**config.mk**
```make
export PLATFORM = sky130hd
export DESIGN_NAME = shared_pool_multi_stack
export DESIGN_NICKNAME = d
export VERILOG_FILES = /design/src/rtl/spms_pkg.sv /design/src/rtl/shared_pool_multi_stack.sv
export SDC_FILE = /design/constraint.sdc
export NUM_CORES = 2
export LEC_CHECK = 0
export BUFFER_PORTS_ARGS = -buffer_cell sky130_fd_sc_hd__buf_2
export CORE_MARGIN = 3
export CORE_UTILIZATION = 40
export CTS_CLUSTER_SIZE = 30
export DETAILED_ROUTE_END_ITERATION = 10
export HOLD_SLACK_MARGIN = 0.03
export SYNTH_ARGS = -nofsm -noshare
export SYNTH_HDL_FRONTEND = slang
export SYNTH_SLANG_ARGS = --single-unit
```
**constraint.sdc**
```tcl
create_clock -name i_clk -period 8 [get_ports i_clk]
set_input_delay 0 -clock i_clk [delete_from_list [all_inputs] [get_ports i_clk]]
set_output_delay 0 -clock i_clk [all_outputs]
set_load 0.1 [all_outputs]
```
**src/rtl/spms_pkg.sv**
```systemverilog
package spms_pkg;

    localparam int NUM_STACKS = 8;
    localparam int NUM_SLOTS  = 64;

    localparam int DATA_W  = 32;
    localparam int NUM_W   = 4;
    localparam int SLOT_W  = (NUM_SLOTS > 1) ? $clog2(NUM_SLOTS) : 1;
    localparam int STACK_W = (NUM_STACKS > 1) ? $clog2(NUM_STACKS) : 1;
    localparam int DEPTH_W = $clog2(NUM_SLOTS + 1);

    // free-slot search runs in groups of eight used bits
    localparam int GROUP      = 8;
    localparam int GROUP_W    = 3;
    localparam int NUM_GROUPS = (NUM_SLOTS + GROUP - 1) / GROUP;

    localparam logic [DATA_W-1:0] ALL_ONES = '1;

    typedef enum logic {
        OP_PUSH = 1'b0,
        OP_POP  = 1'b1
    } t_op;

    typedef enum logic {
        ST_IDLE,
        ST_EXEC
    } t_state;

    typedef struct packed {
        logic [DATA_W-1:0] data;
        logic [SLOT_W-1:0] below;
    } t_slot;

endpackage

```
**src/rtl/shared_pool_multi_stack.sv**
```systemverilog
// A transaction is latched on accept, and its result is registered into the result register
// when the execute state fires.
// A new transaction is taken only in the idle state, so the block finishes one before it takes
// the next; the slot memory is read in the accept cycle and written back in the execute cycle.
// A stalled master side holds the block in the execute cycle until the result register frees.
// Reset (i_rst_n low, synchronous) clears the used bits and stack depths at once; no clearing
// pass, the slot memory and top pointers are left as they are.
module shared_pool_multi_stack (
    input  logic                           i_clk,
    input  logic                           i_rst_n,
    input  logic                           i_s_axis_tvalid,
    output logic                           o_s_axis_tready,
    // [31:0] push_value
    input  logic [spms_pkg::DATA_W-1:0]    i_s_axis_tdata,
    // [0] operation, [4:1] stack_number
    input  logic [spms_pkg::NUM_W:0]       i_s_axis_tuser,
    output logic                           o_m_axis_tvalid,
    input  logic                           i_m_axis_tready,
    // [31:0] popped_value
    output logic [spms_pkg::DATA_W-1:0]    o_m_axis_tdata,
    // [0] push_accepted, [1] pop_empty
    output logic [1:0]                     o_m_axis_tuser
);

    import spms_pkg::*;

    // Control
    t_state r_state, n_state;
    logic   accept;
    logic   out_free;
    logic   fire;

    // Pool state: slot memory, used bits, per-stack top pointer and depth
    t_slot               r_mem [NUM_SLOTS];
    t_slot               r_rd;
    logic [NUM_SLOTS-1:0] r_used, n_used;
    logic [SLOT_W-1:0]   r_top   [NUM_STACKS];
    logic [DEPTH_W-1:0]  r_depth [NUM_STACKS];

    // Transaction held between accept and execute
    t_op                 r_op;
    logic                r_hit;
    logic [STACK_W-1:0]  r_idx;
    logic [DATA_W-1:0]   r_value;
    logic [SLOT_W-1:0]   r_free;
    logic                r_free_ok;

    // Result register
    logic                r_out_valid;
    logic                r_out_accepted;
    logic                r_out_empty;
    logic [DATA_W-1:0]   r_out_value;

    // Input decode
    t_op                 in_op;
    logic [NUM_W-1:0]    in_num;
    logic                in_hit;
    logic [STACK_W-1:0]  in_idx;

    // Free-slot search
    logic [NUM_GROUPS-1:0] grp_any;
    logic [GROUP_W-1:0]    grp_low [NUM_GROUPS];
    logic [SLOT_W-1:0]     free_slot;
    logic                  free_ok;

    // Execute
    logic [DEPTH_W-1:0]  cur_depth;
    logic [SLOT_W-1:0]   cur_top;
    logic                do_push;
    logic                do_pop;

    assign in_op  = t_op'(i_s_axis_tuser[0]);
    assign in_num = i_s_axis_tuser[NUM_W:1];
    assign in_hit = (in_num != '0) && (int'(in_num) <= NUM_STACKS);
    // out-of-range stacks index entry zero; the hit flag stops any update
    assign in_idx = in_hit ? STACK_W'(in_num - 4'd1) : '0;

    assign out_free = !r_out_valid || i_m_axis_tready;
    assign accept   = i_s_axis_tvalid && o_s_axis_tready;
    assign fire     = (r_state == ST_EXEC) && out_free;

    always_comb begin
        n_state         = r_state;
        o_s_axis_tready = 1'b0;
        unique case (r_state)
            ST_IDLE: begin
                o_s_axis_tready = 1'b1;
                if (i_s_axis_tvalid) begin
                    n_state = ST_EXEC;
                end
            end
            ST_EXEC: begin
                // hold here while the result register is still occupied
                if (out_free) begin
                    n_state = ST_IDLE;
                end
            end
            default: begin
                n_state = ST_IDLE;
            end
        endcase
    end

    always_ff @(posedge i_clk) begin
        if (!i_rst_n) begin
            r_state <= ST_IDLE;
        end else begin
            r_state <= n_state;
        end
    end

    // Lowest free slot: first the lowest free bit inside each group of eight, then the
    // lowest group that has one. Bits past the end of the pool count as used.
    always_comb begin
        for (int g = 0; g < NUM_GROUPS; g++) begin
            grp_any[g] = 1'b0;
            grp_low[g] = '0;
            for (int b = GROUP - 1; b >= 0; b--) begin
                if ((g * GROUP + b) < NUM_SLOTS) begin
                    if (!r_used[SLOT_W'(g * GROUP + b)]) begin
                        grp_any[g] = 1'b1;
                        grp_low[g] = GROUP_W'(b);
                    end
                end
            end
        end
        free_ok   = 1'b0;
        free_slot = '0;
        for (int g = NUM_GROUPS - 1; g >= 0; g--) begin
            if (grp_any[g]) begin
                free_ok   = 1'b1;
                free_slot = SLOT_W'(g * GROUP + int'(grp_low[g]));
            end
        end
    end

    // Latch the transaction; the free slot is taken now, the used bits do not move until
    // the execute cycle.
    always_ff @(posedge i_clk) begin
        if (accept) begin
            r_op      <= in_op;
            r_hit     <= in_hit;
            r_idx     <= in_idx;
            r_value   <= i_s_axis_tdata;
            r_free    <= free_slot;
            r_free_ok <= free_ok;
        end
    end

    assign cur_depth = r_depth[r_idx];
    assign cur_top   = r_top[r_idx];
    assign do_push   = fire && (r_op == OP_PUSH) && r_hit && r_free_ok;
    assign do_pop    = fire && (r_op == OP_POP) && r_hit && (cur_depth != '0);

    // Slot memory: read the addressed stack's top on accept, write a pushed slot on execute.
    // The read data holds through a stalled execute cycle.
    always_ff @(posedge i_clk) begin
        if (do_push) begin
            r_mem[r_free] <= '{data: r_value, below: cur_top};
        end
        if (accept) begin
            r_rd <= r_mem[r_top[in_idx]];
        end
    end

    always_comb begin
        n_used = r_used;
        if (do_push) begin
            n_used[r_free] = 1'b1;
        end
        if (do_pop) begin
            n_used[cur_top] = 1'b0;
        end
    end

    always_ff @(posedge i_clk) begin
        if (!i_rst_n) begin
            r_used <= '0;
            for (int k = 0; k < NUM_STACKS; k++) begin
                r_depth[k] <= '0;
            end
        end else begin
            r_used <= n_used;
            if (do_push) begin
                r_depth[r_idx] <= cur_depth + DEPTH_W'(1);
            end else if (do_pop) begin
                r_depth[r_idx] <= cur_depth - DEPTH_W'(1);
            end
        end
    end

    // Top pointer: advance to the new slot on push, drop to the slot below on pop unless
    // the stack runs empty.
    always_ff @(posedge i_clk) begin
        if (do_push) begin
            r_top[r_idx] <= r_free;
        end else if (do_pop && (cur_depth != DEPTH_W'(1))) begin
            r_top[r_idx] <= r_rd.below;
        end
    end

    always_ff @(posedge i_clk) begin
        if (!i_rst_n) begin
            r_out_valid <= 1'b0;
        end else if (fire) begin
            r_out_valid <= 1'b1;
        end else if (i_m_axis_tready) begin
            r_out_valid <= 1'b0;
        end
    end

    always_ff @(posedge i_clk) begin
        if (fire) begin
            r_out_accepted <= do_push;
            r_out_empty    <= (r_op == OP_POP) && !do_pop;
            r_out_value    <= do_pop ? r_rd.data : ALL_ONES;
        end
    end

    assign o_m_axis_tvalid = r_out_valid;
    assign o_m_axis_tdata  = r_out_value;
    assign o_m_axis_tuser  = {r_out_empty, r_out_accepted};

endmodule
```
==> out/qor.txt <==
Sequential Power Share: 0.507
CTS max path bufs: 3
Synth Warn #: 0
Startpoint Class: input port
Port buffer count: 76
Max Cap Viol: 0
RSZ-0062 raised after global routing: no
RR Startpoint: o_m_axis_tvalid
Part of the power in the clock network: 0.391
Sw Ratio: 0.248
Initial Utilization: 0.403
Clock Skew: 25.6 ps
Pre-antenna DRT Iters: 5
Post-CTS sizing: 0
Slew of the pin with the lowest slew margin: 1230 ps
Leakage: 22.1 nW
Routability Congestion: 0.798
Kind of end point of the critical path: flop
Synthesized flop and latch total: 1471
Wire length of the first global-routing pass: 234000 um
Number of global-route vias before repair: 34.0k
Avg WL per Cell: 25.6 um
Fin worst setup slack: 2700 ps
Slew Limit Headroom: 0.177
HP Start: i_s_axis_tuser[2]
Critical-path cell list: dlygate4sd3_1, buf_2, clkinv_1, ha_1, nor2b_4, a311oi_2, o21ai_0, o31ai_4, buf_12, nand3b_1, nor2_4, buf_4, a211oi_1, and3_1
IO Pins: 77
GRT Residual Overflow: 0
Vias: 35.1k
Crit path max-delay family: buffers and inverters
Hold Path Sink: r_hit
Final setup fails: 0
Switching Power: 4.28 mW
Hold-fix buffers, CTS: 79
P per Cell Area: 261 nW/um2
Crit Path Class: in -> reg
Fin. Hold Viols: 0
Largest net degree at the start of global routing: 148
Peak supply drop: 0.000209 V
Crit-path slowest cell: nor2_4
Crit path from: i_s_axis_tuser[1]
Final setup TNS: 0 ps
Vias/cell: 5.61
CTS root buf: clkbuf_16
Cells after synthesis: 4085
DR top layer: met4
Final ANT Viol Nets: 0
Slew Viols, Final: 0
Antenna violations before repair: 2
EDFF count, synth: 1434
Status: finished, final reports clean
DR WL met3: 12500 um
HP Class: in -> reg
Internal power: 13.0 mW
Total global routing track utilization: 0.211
Total wire length: 160000 um
Comb pwr share: 0.102
Wire length on met2: 74600 um
FF-to-FF End: r_used[23]
H-tree depth: 4
Max Clock Freq: 189 MHz
Residual DRC count: 0
Commonest cells in the netlist: edfxtp_1, nand2_1, nand3_1
Site row count: 139
Layout Nets: 4280
Cell area after synthesis: 58000 um2
Final period demand of the worst path: 5300 ps
Slowest cell delay on critical path: 980 ps
Reg2reg setup slack: 3400 ps
Layout cell share with drive strength beyond 1: 0.116
Worst Path Max Fanout: 80
Post-synth ARST share: 0
Die area: 150000 um2
Buf/Inv on CP: 5
Synth unique cells: 76
Biggest area consumer among synthesized cells: edfxtp_1
Mean Syn Cell Area: 14.2 um2
Share of the yosys chip area belonging to registers: 0.755
Violation count after the first detailed-route iteration: 4157
Ranking of synthesized cells by area: edfxtp_1, nand2_1, nand3_1, mux2i_1, a21oi_1
Syn Nets: 4131
Synth top area share: 0.743
Period utilisation layout: 0.663
Clock Pin Slew Worst Setup and Hold Paths: 60 ps
Area Growth Syn to Fin: 14.0%
Die height: 387 um
Top-count cell post-synth: edfxtp_1
Metal-1 WL: 69100 um
Post-CTS setup buffer count: 0
Most common flop cell mapped by yosys: edfxtp_1
Pre-CTS setup slack: 2570 ps
Die width: 387 um
CTS tree: built
Post-DP HPWL: 81800 um
Hold path cells: 6
CTS Sinks: 1471
CP required: 8530 ps
Total core area: 144000 um2
Worst Path Arrival: 5830 ps
Worst skew pair latency: 790 ps
Worst Reg-to-Reg Cells: 10
CTS Buf Count: 155
worst register-to-register path, stage by stage (launching register included):
cell	delay, ps
dfxtp_1	300
nand2b_1	90
and2_4	140
buf_4	620
nand2_1	190
nor2_1	710
nand4b_1	590
nor2_4	900
buf_4	630
o21ai_0	210
a21oi_1	160
power groups by stage:
stage | clock network (mW) | logic (mW) | registers [mW]
2_1_floorplan | 0 | 1.14 | 8.89
6_report | 6.75 | 1.77 | 8.75
5_1_grt | 7.17 | 1.91 | 8.76
4_1_cts | 6.86 | 1.77 | 8.75
3_5_place_dp | 0 | 1.73 | 8.91
3_3_place_gp | 0 | 1.72 | 8.91
how the worst max path moves through the flow:
| stage | end | slack (ps) | cells after the start |
|---|---|---|---|
| after detailed placement | r_rd[5] | 2570 | 13 |
| after CTS | r_rd[20] | 2820 | 16 |
| after floorplan | r_mem[20][0] | 3460 | 6 |
| after global routing | r_rd[9] | 2340 | 16 |
| after global placement | r_rd[5] | 2730 | 13 |
| final | r_rd[5] | 2700 | 14 |
stage by stage:
stage	hold WS [ps]	utilization	instances	total power, mW	instance area [um2]
floorplan	98.9	-	4085	10.0	58000
global placement	177	0.422	5901	10.6	60700
detailed placement	178	0.422	5901	10.6	60700
CTS	204	0.460	6249	17.4	66100
global route	301	0.460	6249	17.8	66100
finish	283	0.460	6250	17.3	66100
kinds of logic (layout without fill, tap and decap cells):
| family | after synthesis | after routing | share of synthesized area |
|---|---|---|---|
| other cells | 0 | 1 | 0 |
| simple gates | 1627 | 1627 | 0.121 |
| buf+inv | 258 | 519 | 0.0205 |
| mux | 209 | 209 | 0.0426 |
| fa+ha+maj | 5 | 5 | 0.00108 |
| xor+xnor | 7 | 7 | 0.00132 |
| flops | 1471 | 1471 | 0.755 |
| compound gates | 508 | 508 | 0.0584 |
layout by cell type (no fill, tap or decap), types with 6 or more instances in the layout:
cell           synthesis  layout
clkinv_2               0      17
mux2_2                14      14
mux2i_1              164     164
mux4_2                27      27
clkbuf_16              0     159
clkbuf_1             105      40
nor2_4                 0      39
or2_2                 37      37
a32o_1                76      76
nand3_1              397     396
inv_6                  0       8
o21ai_1               14      14
nand2b_1               9       9
nand4_1                7       7
nand3b_1               6       6
a2111oi_0             29      29
inv_1                 16      15
buf_4                 18      69
and3_1                39      39
dfxtp_1               37      36
o21ai_0               71      71
a2111oi_2              9       9
a21oi_1              234     234
dlygate4sd3_1          0      79
a211oi_1              40      40
bufinv_16              0       6
buf_2                102      76
nand2_1              969     969
edfxtp_1            1434    1434
nor2_1               127      88
buf_12                 0       8
clkinv_1               1      34
registers in the layout (all words and copies together), names as in the netlist, named ones only:
register and cells:
r_out_empty 1, r_used 32, r_op 1, o_m_axis_tvalid 1, r_idx 3, r_rd 38
r_hit 1, r_depth 56, r_free 5, r_value 32, o_m_axis_tdata 32, r_state 1
r_mem 1216, r_out_accepted 1, r_top 48
cell type report:
type / instances / area [um2]
Clock buffer: 200 / 4140
Clock inverter: 69 / 523
Fill cell: 12500 / 77700
Multi-Input combinational cell: 2356 / 13400
Antenna cell: 1 / 2.50
Timing Repair Buffer: 232 / 1850
Inverter: 18 / 72.6
Sequential cell: 1471 / 43800
Tap cell: 1903 / 2380
per-layer routing:
metal / up-vias / track usage
li1: 15500 / -
met4: 0 / 0.0593
met3: 265 / 0.0376
met5: - / 0
met2: 1500 / 0.333
met1: 17800 / 0.301
Power figures use the tool's default switching activity.
